**src/hdl/gtp_pkg.sv**
```systemverilog
// Shared types, widths and constants for the go-to-point heading controller.
package gtp_pkg;

    localparam int CORDIC_STAGES = 16;
    localparam int TABLE_LEN     = 24;
    localparam int STG_W         = $clog2(TABLE_LEN);

    localparam int XW = 28;
    localparam int ZW = 28;

    localparam int POS_W  = 16;
    localparam int HDG_W  = 11;
    localparam int PAR_W  = 15;
    localparam int GUARD  = 8;

    localparam int K_W        = 30;
    localparam int PROD_W     = (XW - 1) + K_W;
    localparam int DIST_SHIFT = 38;
    localparam int DIST_W     = PROD_W + 1 - DIST_SHIFT;
    localparam int SP_W       = PAR_W + DIST_W;

    localparam int ANG_SHIFT = 16;
    localparam int ANG_W     = 11;

    localparam logic signed [ZW-1:0] HALF_PI_Q = ZW'(26353589);
    localparam logic [K_W-1:0]       GAIN_K    = K_W'(652032874);

    localparam logic signed [ZW-1:0] ATAN_TAB [TABLE_LEN] = '{
        ZW'(13176795), ZW'(7778716), ZW'(4110060), ZW'(2086331),
        ZW'(1047214),  ZW'(524117),  ZW'(262123),  ZW'(131069),
        ZW'(65536),    ZW'(32768),   ZW'(16384),   ZW'(8192),
        ZW'(4096),     ZW'(2048),    ZW'(1024),    ZW'(512),
        ZW'(256),      ZW'(128),     ZW'(64),      ZW'(32),
        ZW'(16),       ZW'(8),       ZW'(4),       ZW'(2)
    };

    localparam int CFG_IDX_W  = 3;
    localparam int CFG_DATA_W = 16;

    typedef enum logic [CFG_IDX_W-1:0] {
        REG_TARGET_X    = 3'd0,
        REG_TARGET_Y    = 3'd1,
        REG_GAIN        = 3'd2,
        REG_MAX_SPEED   = 3'd3,
        REG_ARRIVE_RAD  = 3'd4,
        REG_HDG_TOL     = 3'd5
    } reg_idx_t;

    typedef struct packed {
        logic signed [POS_W-1:0] target_x;
        logic signed [POS_W-1:0] target_y;
        logic [PAR_W-1:0]        gain;
        logic [PAR_W-1:0]        max_speed;
        logic [PAR_W-1:0]        arrive_radius;
        logic [PAR_W-1:0]        heading_tolerance;
    } cfg_t;

    typedef struct packed {
        logic signed [XW-1:0]    x;
        logic signed [XW-1:0]    y;
        logic signed [ZW-1:0]    z;
        logic signed [HDG_W-1:0] hd;
    } cordic_t;

endpackage

```
**src/hdl/gtp_cordic_cell.sv**
```systemverilog
// One CORDIC vectoring micro-rotation cell with its own request slot.
module gtp_cordic_cell (
    input  logic                   aclk,
    input  logic                   aresetn,
    input  logic [gtp_pkg::STG_W-1:0] stage_idx,
    input  logic                   in_valid,
    output logic                   in_ready,
    input  gtp_pkg::cordic_t       in_data,
    output logic                   out_valid,
    input  logic                   out_ready,
    output gtp_pkg::cordic_t       out_data
);
    import gtp_pkg::*;

    logic              valid_reg;
    cordic_t           data_reg;
    cordic_t           data_next;
    logic signed [XW-1:0] x_in;
    logic signed [XW-1:0] y_in;
    logic signed [ZW-1:0] z_in;
    logic signed [XW-1:0] xs;
    logic signed [XW-1:0] ys;
    logic signed [ZW-1:0] ang;

    assign in_ready  = !valid_reg || out_ready;
    assign out_valid = valid_reg;
    assign out_data  = data_reg;

    always_comb begin
        x_in = in_data.x;
        y_in = in_data.y;
        z_in = in_data.z;
        xs   = x_in >>> stage_idx;
        ys   = y_in >>> stage_idx;
        ang  = ATAN_TAB[stage_idx];
        data_next.hd = in_data.hd;
        if (!y_in[XW-1]) begin
            data_next.x = x_in + ys;
            data_next.y = y_in - xs;
            data_next.z = z_in + ang;
        end else begin
            data_next.x = x_in - ys;
            data_next.y = y_in + xs;
            data_next.z = z_in - ang;
        end
    end

    always_ff @(posedge aclk) begin
        if (!aresetn) begin
            valid_reg <= 1'b0;
        end else if (in_ready) begin
            valid_reg <= in_valid;
        end
    end

    always_ff @(posedge aclk) begin
        if (in_ready && in_valid) begin
            data_reg <= data_next;
        end
    end

endmodule

```
**config.mk**
```make
export PLATFORM = sky130hd
export DESIGN_NAME = gtp_cordic_cell
export DESIGN_NICKNAME = d
export VERILOG_FILES = /design/src/hdl/gtp_pkg.sv /design/src/hdl/gtp_cordic_cell.sv
export SDC_FILE = /design/constraint.sdc
export NUM_CORES = 1
export LEC_CHECK = 0
export BUFFER_PORTS_ARGS = -buffer_cell sky130_fd_sc_hd__buf_2
export CORE_MARGIN = 2
export CORE_UTILIZATION = 60
export CTS_BUF_LIST = sky130_fd_sc_hd__clkbuf_4
export DETAILED_ROUTE_END_ITERATION = 7
export PLACE_DENSITY = 0.84
export SYNTH_ARGS = -nofsm -noshare
export SYNTH_HDL_FRONTEND = slang
export SYNTH_SLANG_ARGS = --single-unit
```
**constraint.sdc**
```tcl
create_clock -name aclk -period 9 [get_ports aclk]
set_input_delay 1.8 -clock aclk [delete_from_list [all_inputs] [get_ports aclk]]
set_output_delay 1.8 -clock aclk [all_outputs]
set_load 0.005 [all_outputs]
```
# Yosys cells after proc, flatten, opt, wreduce, memory -nomap -nowiden
# Memory sizes are Yosys's and may differ from the RTL's.
# Cells that the tools add are included.
# Widths: inputs -> output; s select.
# totals
reg_bits,96
romBits,896
inputBits,104
out_inout_bits,97
elab_cells,22
mem_count,1
# op_classes
add_sub_neg,6
magnitude_cmp,1
shift,2
muxes,3
bitwise,1
n_reduce_logical,3
# mem_list
name,depth,width,rd,rd_ports_with_merged_regs,write_ports,line_no,text
(no name shown),32,28,1,0,0,gtp_cordic_cell.sv:35,ang = ATAN_TAB[stage_idx];
# op_table
operator,count
$add 28x28->28,3
$mux 84,1
$sub 28x28->28,3
$mux 28,2
$sshr 28x5->28,2
$ge 6x6->1 const B,1
$not 5->6,1
$logic_and 1x1->1,1
$logic_not 1->1,1
$logic_or 1x1->1,1

# Longest topological paths before layout
# logic_depth
ltp_word,6
depth_mapped,29
depth_no_buf,22

# Worst setup path before layout
# OpenSTA, ideal clock, no wires.
# synth_path
path_kind,input port to flip-flop
startpoint,in stage_idx[1] (netlist bit)
endpoint,"reg data_reg, in the netlist out_data[66] (data pin)"
setup_time_ps,260
arrival_ps,7071
required_time_ps,8740
path_slack_ps,1670
stages,25
path_buffers,5
path_cell_list,buf_2 -> buf_2 -> buf_2 -> buf_2 -> clkbuf_1 -> mux4_2 -> a21boi_0 -> o22ai_1 -> a221o_1 -> inv_1 -> ha_1 -> and3_1 -> nor2_1 -> xnor2_1 -> ha_1 -> a21o_1 -> a221o_1 -> and2_0 -> a311o_1 -> a21o_1 -> o41a_1 -> a211o_1 -> a21o_1 -> a21oi_1 -> xnor2_1
# synth_lines
item,line_no,text
"start, declared",gtp_cordic_cell.sv:5,"input logic [gtp_pkg::STG_W-1:0] stage_idx,"
"end signal, assigned",gtp_cordic_cell.sv:58,data_reg <= data_next;
"end, declared",gtp_cordic_cell.sv:16,cordic_t data_reg;

==> flow_summary.ini <==
[min_path]
hp-class = flip-flop to flip-flop
hold_start = out_valid$_SDFFE_PN0N_
hold_depth = 2
holdPathEnd = out_valid$_SDFFE_PN0N_

[sta]
timing.hold.ws_ns = 0.549
finalSetupTns_ns = 0
relSlewSlack_pct = 34.0
min_period_ns = 7.55
finalSetupViolCount = 0
fin_skew_ns = 0.0208
fmax_ghz = 0.132
rsz0062_at_grt = no
worst_slew_pin_slew_ns = 0.990
fin_crit_sh_pct = 83.9
slew_viol_final = 0
hold_viol = 0

[clock_tree]
post_cts_buffers = 0
clock_latency_ns = 0.49
holdBufCountCts = 0
cts.sinks = 96
clock_path_buffers = 2
ctsResizeCount = 0
cts_tree = built
cts_max_level = 3
cts_made_buffers = 9
clockRootBuffer = clkbuf_4
clkTransAtPathRegs_ns = 0.17

[pwr]
cellLeakagePower_nw = 5.94
vdd_drop_max_mv = 0.0721
cellPowerDensity_nw_per_um2 = 142
intPower_mw = 1.16
comb_power_share_pct = 55.1
power_switching_mw = 0.811
seq_power_share_pct = 32.5
p_clk_share_pct = 12.5
switching_share_pct = 41.0
finalPower_mw = 1.98

[setup_path]
path_buf_inv = 2
worstSetupEndpointType = flip-flop
crit_type = input pin to flip-flop
cp_max_fo = 64
crit_chain = buf_4, buf_4, mux2_1, mux4_2, mux4_2, nor3_4, and3_1, nor2_1, xnor2_1, ha_1, a21o_1, a221o_1, a31o_2, a2bb2oi_1, o311ai_0, a31oi_1, nor2b_1, o21a_1, o41ai_1, xnor2_1
critPathSlowestCell = buf_4
crit-reg2reg-launch = out_valid$_SDFFE_PN0N_
crit_arrival_ns = 7.82
ff2ff_setup_slack_ns = 6.98
rr_worst_depth = 3
path_delay_family = compound AO/OA/AOI/OAI gates
crit_required_ns = 9.26
cpPeakStageDelay_ns = 0.73
r2r_end = out_data[67]$_DFFE_PP_
worstSetupStartpointType = input pin

[logic_synthesis]
synth_async_sr_flop_share_pct = 0
ys_ff_latch = 96
yosysUniqueCellTypes = 92
synth_edf_count = 95
synth_commonest_cells = 120 x nor2_1, 115 x a21oi_1, 96 x ha_1, 95 x edfxtp_1, 82 x nand2_1
synth.most_common_cell = nor2_1
netlist_top_cells_area = edfxtp_1 23%, mux4_2 12%, ha_1 9.5%
avgSynthCellArea_um2 = 9.54
synth_top_area_cell = edfxtp_1
synth_cells = 1325
syn_nets = 1528
yosys_warnings = 0
synth_seq_area_share_pct = 22.7
synth_ff_type = edfxtp_1
synth_top_area_share_pct = 22.6
syn_area_um2 = 12600

[floorplanning]
die_area_um2 = 22200
die_x_um = 149
rows = 53
dieHeight_um = 149
core_area_um2 = 20800
start_util_pct = 60.7
design.portCount = 201

[placed_design]
dp_hpwl_um = 29300
io_buffers = 200
placedCellCount = 1755
place.gp.congestion = 1.03

[grt]
gr-total-overflow = 0
grt_pass1_wl_um = 58800
grt_usage_pct = 33.8
grt_antenna_before_repair = 2
grt_start_max_net_pins = 65
grt_pass1_vias = 11000

[finish]
area_delta_synth_final_pct = 10.2
fin_util_pct = 66.9
nets = 1694
nFillCells = 1730
instances_no_fill = 1772
drive_above_1_share_pct = 24.3

[run]
max_cap_viol_count = 0

[route]
wl_per_cell_um = 21.3
via_count = 11800
first_pass_iters = 6
drtIter0Drc = 1138
via_per_inst = 6.65
totalWireLength_um = 37800
drc = 0
detail-route-antenna-nets = 0

[outcome]
status = finished clean
## through the flow
stage	area (um2)	setup slack (ns)
after floorplan	12600	1.67
after global placement	13800	1.07
after detailed placement	13800	0.932
after CTS	13900	1.49
after global routing	13900	1.01
final	13900	1.45
## sequential cells by signal, summed over array words and instances (netlist names)
| signal | count |
|---|---|
| out_data | 95 |
| out_valid | 1 |
## placed cells by master, fill, tap and decap left out, drive strengths merged, types with 9 or more instances in the layout
| master | n |
|---|---|
| mux2i | 54 |
| a21oi | 115 |
| a211oi | 24 |
| mux2 | 31 |
| mux4 | 76 |
| nor2 | 123 |
| and3 | 18 |
| and2 | 16 |
| xnor2 | 81 |
| edfxtp | 95 |
| inv | 49 |
| nand2b | 11 |
| nor2b | 15 |
| nor3 | 30 |
| a21boi | 10 |
| a31oi | 16 |
| a21o | 34 |
| buf | 224 |
| o21bai | 10 |
| xor2 | 47 |
| o22ai | 10 |
| o21ai | 62 |
| o211ai | 13 |
| clkbuf | 9 |
| ha | 96 |
| o21a | 13 |
| nand2 | 84 |
| nand3 | 22 |
## per-layer routing
metal  up-vias  share of wire [%]  track usage (%)
li1       5393                  -                -
met1      5587                 39             44.2
met2       687                 48             55.9
met3       107                9.4             6.21
met4         2                3.9             13.4
met5         -              0.034                0
## worst max path at each step
stage                                   endpoint  cells past startpoint  slack [ns]          from
after floorplan           out_data[66]$_DFFE_PP_                     25        1.67  stage_idx[1]
after global placement    out_data[66]$_DFFE_PP_                     20        1.07  stage_idx[0]
after detailed placement  out_data[65]$_DFFE_PP_                     20        0.93  stage_idx[0]
after CTS                 out_data[65]$_DFFE_PP_                     20        1.49  stage_idx[0]
after global routing      out_data[65]$_DFFE_PP_                     20        1.01  stage_idx[0]
final                     out_data[65]$_DFFE_PP_                     20        1.45  stage_idx[0]
## kinds of logic after synthesis
family / after synthesis / synth area share [%]
adder cells (fa/ha/maj): 99 / 9.98
AO/OA/AOI/OAI: 371 / 19.2
buffers and inverters: 116 / 4.37
AND/OR/NAND/NOR: 353 / 13.6
flip-flops: 96 / 22.7
multiplexers: 161 / 21.0
XOR/XNOR: 129 / 9.05
## worst min-delay path: cells and delay by family, from the launching register on
kind / cells / cell delay, ns
compound gates: 1 / 0.09
flops: 1 / 0.34
simple gates: 1 / 0.10
## power groups by stage
stage	combinational, mW	clock [mW]	sequential [mW]
finish	1.09	0.246	0.641
global route	1.19	0.269	0.650
CTS	1.07	0.255	0.642
detailed placement	1.07	0	0.652
global placement	1.04	0	0.650
floorplan	0.750	0	0.668
## layout make-up
class                           instances  area [um2]  share of cell area, %
Antenna cell                            1        2.50                 0.0180
Clock buffer                            9        67.6                  0.485
Clock inverter                          7        63.8                  0.458
Inverter                               47         176                   1.27
Multi-Input combinational cell       1113        9220                   66.2
Sequential cell                        96        2870                   20.6
Tap cell                              275         344                   2.47
Timing Repair Buffer                  224        1180                   8.50
Note: power is estimated with default switching activity, not from simulation.
