**src/hdl/gtp_pkg.sv**
```systemverilog
// Shared types, widths and constants for the go-to-point heading controller.
package gtp_pkg;

    localparam int CORDIC_STAGES = 16;
    localparam int TABLE_LEN     = 24;
    localparam int STG_W         = $clog2(TABLE_LEN);

    localparam int XW = 28;
    localparam int ZW = 28;

    localparam int POS_W  = 16;
    localparam int HDG_W  = 11;
    localparam int PAR_W  = 15;
    localparam int GUARD  = 8;

    localparam int K_W        = 30;
    localparam int PROD_W     = (XW - 1) + K_W;
    localparam int DIST_SHIFT = 38;
    localparam int DIST_W     = PROD_W + 1 - DIST_SHIFT;
    localparam int SP_W       = PAR_W + DIST_W;

    localparam int ANG_SHIFT = 16;
    localparam int ANG_W     = 11;

    localparam logic signed [ZW-1:0] HALF_PI_Q = ZW'(26353589);
    localparam logic [K_W-1:0]       GAIN_K    = K_W'(652032874);

    localparam logic signed [ZW-1:0] ATAN_TAB [TABLE_LEN] = '{
        ZW'(13176795), ZW'(7778716), ZW'(4110060), ZW'(2086331),
        ZW'(1047214),  ZW'(524117),  ZW'(262123),  ZW'(131069),
        ZW'(65536),    ZW'(32768),   ZW'(16384),   ZW'(8192),
        ZW'(4096),     ZW'(2048),    ZW'(1024),    ZW'(512),
        ZW'(256),      ZW'(128),     ZW'(64),      ZW'(32),
        ZW'(16),       ZW'(8),       ZW'(4),       ZW'(2)
    };

    localparam int CFG_IDX_W  = 3;
    localparam int CFG_DATA_W = 16;

    typedef enum logic [CFG_IDX_W-1:0] {
        REG_TARGET_X    = 3'd0,
        REG_TARGET_Y    = 3'd1,
        REG_GAIN        = 3'd2,
        REG_MAX_SPEED   = 3'd3,
        REG_ARRIVE_RAD  = 3'd4,
        REG_HDG_TOL     = 3'd5
    } reg_idx_t;

    typedef struct packed {
        logic signed [POS_W-1:0] target_x;
        logic signed [POS_W-1:0] target_y;
        logic [PAR_W-1:0]        gain;
        logic [PAR_W-1:0]        max_speed;
        logic [PAR_W-1:0]        arrive_radius;
        logic [PAR_W-1:0]        heading_tolerance;
    } cfg_t;

    typedef struct packed {
        logic signed [XW-1:0]    x;
        logic signed [XW-1:0]    y;
        logic signed [ZW-1:0]    z;
        logic signed [HDG_W-1:0] hd;
    } cordic_t;

endpackage

```
**src/hdl/gtp_post.sv**
```systemverilog
// Gain correction, heading error and speed/turn command pipeline.
module gtp_post (
    input  logic                       aclk,
    input  logic                       aresetn,
    input  gtp_pkg::cfg_t              cfg,
    input  logic                       in_valid,
    output logic                       in_ready,
    input  gtp_pkg::cordic_t           in_data,
    output logic                       out_valid,
    input  logic                       out_ready,
    output logic [gtp_pkg::PAR_W-1:0]  speed,
    output logic [gtp_pkg::ANG_W-1:0]  turn
);
    import gtp_pkg::*;

    // stage A: gain multiply, heading error
    logic              va_reg;
    logic              rdy_a;
    logic [PROD_W-1:0] prod_a_reg;
    logic [ANG_W-1:0]  ang_a_reg;
    logic [XW-2:0]     xc;
    logic [PROD_W-1:0] prod_next;
    logic signed [ZW:0] hd_sh;
    logic signed [ZW:0] err;
    logic [ZW:0]       aerr;
    logic [ZW+1:0]     rsum;
    logic [ZW+1-ANG_SHIFT:0] q;
    logic [ANG_W-1:0]  ang_next;

    // stage B: rounded distance
    logic              vb_reg;
    logic              rdy_b;
    logic [DIST_W-1:0] dist_b_reg;
    logic [ANG_W-1:0]  ang_b_reg;
    logic [PROD_W:0]   dsum;

    // stage C: speed product, decisions
    logic              vc_reg;
    logic              rdy_c;
    logic [SP_W-1:0]   sprod_c_reg;
    logic [ANG_W-1:0]  ang_c_reg;
    logic              move_c_reg;
    logic              turn_c_reg;

    // stage D: output register
    logic              vd_reg;
    logic              rdy_d;
    logic [PAR_W-1:0]  speed_reg;
    logic [ANG_W-1:0]  turn_reg;
    logic [SP_W:0]     ssum;
    logic [SP_W-8:0]   sp;
    logic [PAR_W-1:0]  sp_sat;
    logic [PAR_W-1:0]  speed_next;
    logic [ANG_W-1:0]  turn_next;

    assign rdy_d     = !vd_reg || out_ready;
    assign rdy_c     = !vc_reg || rdy_d;
    assign rdy_b     = !vb_reg || rdy_c;
    assign rdy_a     = !va_reg || rdy_b;
    assign in_ready  = rdy_a;
    assign out_valid = vd_reg;
    assign speed     = speed_reg;
    assign turn      = turn_reg;

    always_comb begin
        xc        = in_data.x[XW-1] ? '0 : in_data.x[XW-2:0];
        prod_next = PROD_W'(xc) * PROD_W'(GAIN_K);
        hd_sh     = {{(ZW+1-HDG_W-ANG_SHIFT){in_data.hd[HDG_W-1]}}, in_data.hd,
                     {ANG_SHIFT{1'b0}}};
        err       = {in_data.z[ZW-1], in_data.z} - hd_sh;
        aerr      = err[ZW] ? (ZW+1)'(-err) : (ZW+1)'(err);
        rsum      = {1'b0, aerr} + (ZW+2)'(1 << (ANG_SHIFT - 1));
        q         = rsum[ZW+1:ANG_SHIFT];
        ang_next  = (q > {{(ZW+2-ANG_SHIFT-ANG_W){1'b0}}, {ANG_W{1'b1}}})
                    ? {ANG_W{1'b1}} : q[ANG_W-1:0];
    end

    assign dsum = {1'b0, prod_a_reg} + (PROD_W+1)'(64'd1 << (DIST_SHIFT - 1));

    always_comb begin
        ssum   = {1'b0, sprod_c_reg} + (SP_W+1)'(128);
        sp     = ssum[SP_W:8];
        sp_sat = (sp > (SP_W-7)'(cfg.max_speed)) ? cfg.max_speed : sp[PAR_W-1:0];
        speed_next = '0;
        turn_next  = '0;
        if (move_c_reg) begin
            if (turn_c_reg) begin
                turn_next = ang_c_reg;
            end else begin
                speed_next = sp_sat;
            end
        end
    end

    always_ff @(posedge aclk) begin
        if (!aresetn) begin
            va_reg <= 1'b0;
            vb_reg <= 1'b0;
            vc_reg <= 1'b0;
            vd_reg <= 1'b0;
        end else begin
            if (rdy_a) va_reg <= in_valid;
            if (rdy_b) vb_reg <= va_reg;
            if (rdy_c) vc_reg <= vb_reg;
            if (rdy_d) vd_reg <= vc_reg;
        end
    end

    always_ff @(posedge aclk) begin
        if (rdy_a && in_valid) begin
            prod_a_reg <= prod_next;
            ang_a_reg  <= ang_next;
        end
        if (rdy_b && va_reg) begin
            dist_b_reg <= dsum[PROD_W:DIST_SHIFT];
            ang_b_reg  <= ang_a_reg;
        end
        if (rdy_c && vb_reg) begin
            sprod_c_reg <= SP_W'(cfg.gain) * SP_W'(dist_b_reg);
            ang_c_reg   <= ang_b_reg;
            move_c_reg  <= dist_b_reg > DIST_W'(cfg.arrive_radius);
            turn_c_reg  <= PAR_W'(ang_b_reg) > cfg.heading_tolerance;
        end
        if (rdy_d && vc_reg) begin
            speed_reg <= speed_next;
            turn_reg  <= turn_next;
        end
    end

endmodule

```
**config.mk**
```make
export PLATFORM = sky130hd
export DESIGN_NAME = gtp_post
export DESIGN_NICKNAME = d
export VERILOG_FILES = /design/src/hdl/gtp_pkg.sv /design/src/hdl/gtp_post.sv
export SDC_FILE = /design/constraint.sdc
export NUM_CORES = 2
export LEC_CHECK = 0
export BUFFER_PORTS_ARGS = -buffer_cell sky130_fd_sc_hd__buf_2
export CORE_MARGIN = 3
export CORE_UTILIZATION = 45
export CTS_CLUSTER_DIAMETER = 50
export DETAILED_ROUTE_END_ITERATION = 16
export GPL_ROUTABILITY_DRIVEN = 0
export PLACE_DENSITY = 0.61
export RECOVER_POWER = 100
export SLEW_MARGIN = 10
export SYNTH_ARGS = -nofsm -noshare
export SYNTH_HDL_FRONTEND = slang
export SYNTH_SLANG_ARGS = --single-unit
```
**constraint.sdc**
```tcl
create_clock -name aclk -period 11.45 [get_ports aclk]
set_input_delay 3.435 -clock aclk [delete_from_list [all_inputs] [get_ports aclk]]
set_output_delay 3.435 -clock aclk [all_outputs]
set_load 0.03 [all_outputs]
```
# Yosys cells after proc, flatten, opt, wreduce, memory -nomap -nowiden
# Cells that the tools add are included.
# W data, S select, Z words.
# word_totals
register_bits	176
input_bits	191
out_inout_bits	28
elab_cells	43
# classes
n_addsub	5
multipliers	2
n_lt_le_gt_ge	4
n_mux	3
bitwise	1
reduce_logical	14
# op_table
op	n
$add A57 B38 Y58 const B	1
$mul A27 B29 Y56 const B	1
$add A35 B8 Y36 const B	1
$mul A15 B20 Y35	1
$add A29 B16 Y30 const B	1
$mux W29	1
$neg A29 Y29	1
$sub A28 B27 Y29	1
$gt A28 B15 Y1	1
$mux W27	1
$gt A20 B15 Y1	1
$gt A11 B15 Y1	1
$mux W15	1
$gt A14 B11 Y1 const B	1
$logic_and A1 B1 Y1	4
$logic_not A1 Y1	4
$logic_or A1 B1 Y1	4
$reduce_and A2 Y1	1
$reduce_or A2 Y1	1
$not A1 Y1	1

# Longest topological paths before layout
# logic_depth
word_depth	6
depth_mapped	27

# Least setup slack after synthesis
# OpenSTA, ideal clock, no wires.
# synth_path
path_type	input to register
from	in in_data[94] (netlist bit)
to	reg prod_a_reg[50], data pin
t_arrival_ns	10.194
path_slack_ns	0.997
stages	25
path_cell_list	clkbuf_1 nor2b_1 ha_1 xor2_1 fa_1 inv_1 fa_1 inv_1 fa_1 fa_1 fa_1 inv_1 fa_1 inv_1 ha_1 nand4_1 or4_1 a211oi_1 a22oi_1 a21o_1 a31oi_1 a211oi_1 o21bai_1 a31o_2 xor2_1
# synth_via
elab_chain_cells	2
# synth_lines
item	line	source
start: declaration	gtp_post.sv:8	input gtp_pkg::cordic_t in_data,
$mux W27	gtp_post.sv:66	xc = in_data.x[XW-1] ? '0 : in_data.x[XW-2:0];
$mul A27 B29 Y56	gtp_post.sv:67	prod_next = PROD_W'(xc) * PROD_W'(GAIN_K);
net prod_next[50]	gtp_post.sv:22	logic [PROD_W-1:0] prod_next;
end signal: assignment	gtp_post.sv:111	prod_a_reg <= prod_next;
end: declaration	gtp_post.sv:19	logic [PROD_W-1:0] prod_a_reg;
# The timed path passes the listed nets, and every way through them passes these cells.
# A chain may end at the register's enable or synchronous reset.

# Worst setup path in the final report
# Ends and elaborated chain as after synthesis.

==> impl_metrics.env <==
export IMPL_outcome="finished, violations left"
export IMPL_violations="max-capacitance violations, max-slew violations"
export IMPL_postPlaceCellArea_sq_um=31970
export IMPL_routed_via_density=5.131
export IMPL_finalNonFillerCells=4070
export IMPL_ys_ff_latch=133
export IMPL_finalSetupViolCount=0
export IMPL_yosysTopAreaCell="fa_1"
export IMPL_largest_reg_flops=28
export IMPL_numPortBuffers=158
export IMPL_synthTopCellsByCount="817 x inv_1, 560 x fa_1, 407 x ha_1"
export IMPL_synth_most_common_cell="inv_1"
export IMPL_cp_end_kind="flop"
export IMPL_ant_nets=0
export IMPL_worstHoldStart="ang_a_reg[3]"
export IMPL_grt_use_total_pct=21.42
export IMPL_yosysSeqAreaShare_pct=13.23
export IMPL_wl_met3_microns=3062
export IMPL_startpoint_type="primary input"
export IMPL_met1_length_microns=30980
export IMPL_r2r_start="dist_b_reg[7]"
export IMPL_path_class="in -> reg"
export IMPL_min_period_ns=11.03
export IMPL_netlist_area_sq_um=29880
export IMPL_drv_slew=145
export IMPL_vias=20880
export IMPL_grt_max_degree=42
export IMPL_cpPeakStageDelay_ns=0.61
export IMPL_areaGrowthSynthToFinish_pct=8.565
export IMPL_first_iter_violations=1084
export IMPL_io_pins=219
export IMPL_clk_pin_slew_ns=0.07
export IMPL_cts_made_buffers=17
export IMPL_hold_violations=0
export IMPL_maxCapViolCount=5
export IMPL_fin_area_sq_um=32430
export IMPL_crit_start="in_data[94]"
export IMPL_finClkSkew_ns=0.01309
export IMPL_die_area_sq_um=69520
export IMPL_ys_top_cells_by_area="fa_1 38%, ha_1 17%, edfxtp_1 13%, inv_1 10%, and2_1 3.0%"
export IMPL_hpwlAfterDp_microns=62560
export IMPL_hp_class="reg -> reg"
export IMPL_route_met2_wl_microns=36200
export IMPL_synth_cell_types=82
export IMPL_max_freq_ghz=0.09065
export IMPL_highest_layer="met4"
export IMPL_crit_buf_inv=9
export IMPL_htreeDepth=4
export IMPL_synthArstFlopShare_pct=0
export IMPL_slew_headroom_pct=-221.4
export IMPL_cp_top_family="adder cells"
export IMPL_drt_pass1_iter_count=7
export IMPL_synth_flop_cell="edfxtp_1"
export IMPL_post_cts_setup_buffers=0
export IMPL_drc=0
export IMPL_drive_gt1_share_pct=7.913
export IMPL_synth_fp_nets=4182
export IMPL_cp_slowest_cell="fa_1"
export IMPL_worstPathMaxFanout=24
export IMPL_placedCellCount=4033
export IMPL_cts_sinks=133
export IMPL_cts_tree="built"
export IMPL_netlist_area_leader_share_pct=37.52
export IMPL_grt_pass1_wl_microns=118500
export IMPL_die_h_microns=263.7
export IMPL_rows=93
export IMPL_syn_avg_cell_area_sq_um=9.880
export IMPL_clock_tree_root_cell="clkbuf_16"
export IMPL_coreArea_sq_um=65050
export IMPL_cp_required_ns=11.63
export IMPL_ctsHoldBuffers=0
export IMPL_min_period_over_period_pct=96.35
export IMPL_grt_overflow_total=0
export IMPL_start_util_pct=45.93
export IMPL_rsz0062_at_grt="no"
export IMPL_cp_arrival_ns=11.22
export IMPL_routedWlPerCell_microns=17.78
export IMPL_drt_wl_total_microns=72360
export IMPL_tightest_slew_ns=4.777
export IMPL_synth_cells=3024
export IMPL_synth_edff_count=129
export IMPL_antenna_found_initial=6
export IMPL_grt_pass1_vias=22850
export IMPL_cts_max_path_buffers=2
export IMPL_chipWidth_microns=263.7
export IMPL_yosys_warnings=0
export IMPL_final_net_count=4355
export IMPL_worstSkewPairLatency_ns=0.43
[per-stage QoR]
| step | util [%] | hold WS, ns | setup slack, ns | TNS, ns |
|---|---|---|---|---|
| floorplan | - | 0.4003 | 0.9970 | 0 |
| global placement | 49.15 | 0.4018 | 0.06849 | 0 |
| detailed placement | 49.15 | 0.4054 | -0.03039 | -0.1069 |
| CTS | 50.04 | 0.4047 | 0.4163 | 0 |
| global route | 49.86 | 0.4115 | 0.02427 | 0 |
| finish | 49.86 | 0.4064 | 0.4184 | 0 |
[final cells by class]
type                       instances  area [sq um]
inverter                         817          3067
fill                            6049         32610
antenna                            5         12.51
multi-input combinational       2005         22530
clock buffer                      18         429.2
tap                              855          1070
sequential                       133          3954
timing repair buffer             223          1224
clock inverter                    14         152.6
[per-layer routing]
| layer | vias up | GRT usage (%) |
|---|---|---|
| met3 | 97 | 2.617 |
| met5 | - | 0 |
| met1 | 10640 | 28.46 |
| met2 | 462 | 36.85 |
| met4 | 0 | 6.333 |
| li1 | 9686 | - |
[path summary, 6_finish.rpt]
path | depth (start not counted) | slack, ns | endpoint
hold reg to reg | 0 | 0.41 | ang_b_reg[3]
setup reg to reg | 20 | 3.93 | sprod_c_reg[32]
hold / removal | 0 | 0.41 | ang_b_reg[3]
setup / recovery | 28 | 0.42 | prod_a_reg[50]
[cells by family after synthesis]
kind of cell,synth area share (%)
flip-flops,13.23
multiplexers,0.06701
AND/OR/NAND/NOR,11.88
AO/OA/AOI/OAI,5.625
XOR/XNOR,3.388
buffers and inverters,11.24
adder cells (fa/ha/maj),54.57
[what timing repair did]
action | CTS | global route
endpoints found under the hold margin | 0 | 0
resized for setup | 0 | 1
endpoints found under the setup margin | 0 | 3
[layout by cell type (no fill, tap or decap), types with 23 or more instances in the layout]
cell,Yosys,layout
buf_4,0,59
fa_1,560,560
o21ai_0,35,36
nand3_1,34,34
a21oi_1,62,62
edfxtp_1,129,129
xnor2_1,74,74
a211oi_1,22,24
a21o_1,33,33
and3_1,23,23
nand2_1,219,219
nor2b_1,30,28
nor2_1,75,75
buf_2,0,129
nand4_1,27,27
xor2_1,39,39
ha_1,407,407
nand2b_1,37,37
inv_1,817,817
and2_1,145,143
clkbuf_1,63,34
[worst reg2reg max path: stages, from the launching register on]
cell      delay (ns)
edfxtp_1        0.86
nand2_1         0.19
fa_1            0.55
inv_1           0.05
fa_1            0.53
inv_1           0.05
fa_1            0.51
inv_1           0.05
fa_1            0.47
fa_1            0.54
fa_1            0.50
ha_1            0.37
and4_1          0.24
a221oi_1        0.51
o21ai_0         0.40
o41ai_1         0.33
clkbuf_1        0.23
o31a_1          0.30
nor2_1          0.10
o41ai_1         0.36
xnor2_1         0.10
Power is not shown: default switching activity piles up to over one toggle a cycle in this logic, so the estimate is an artifact.
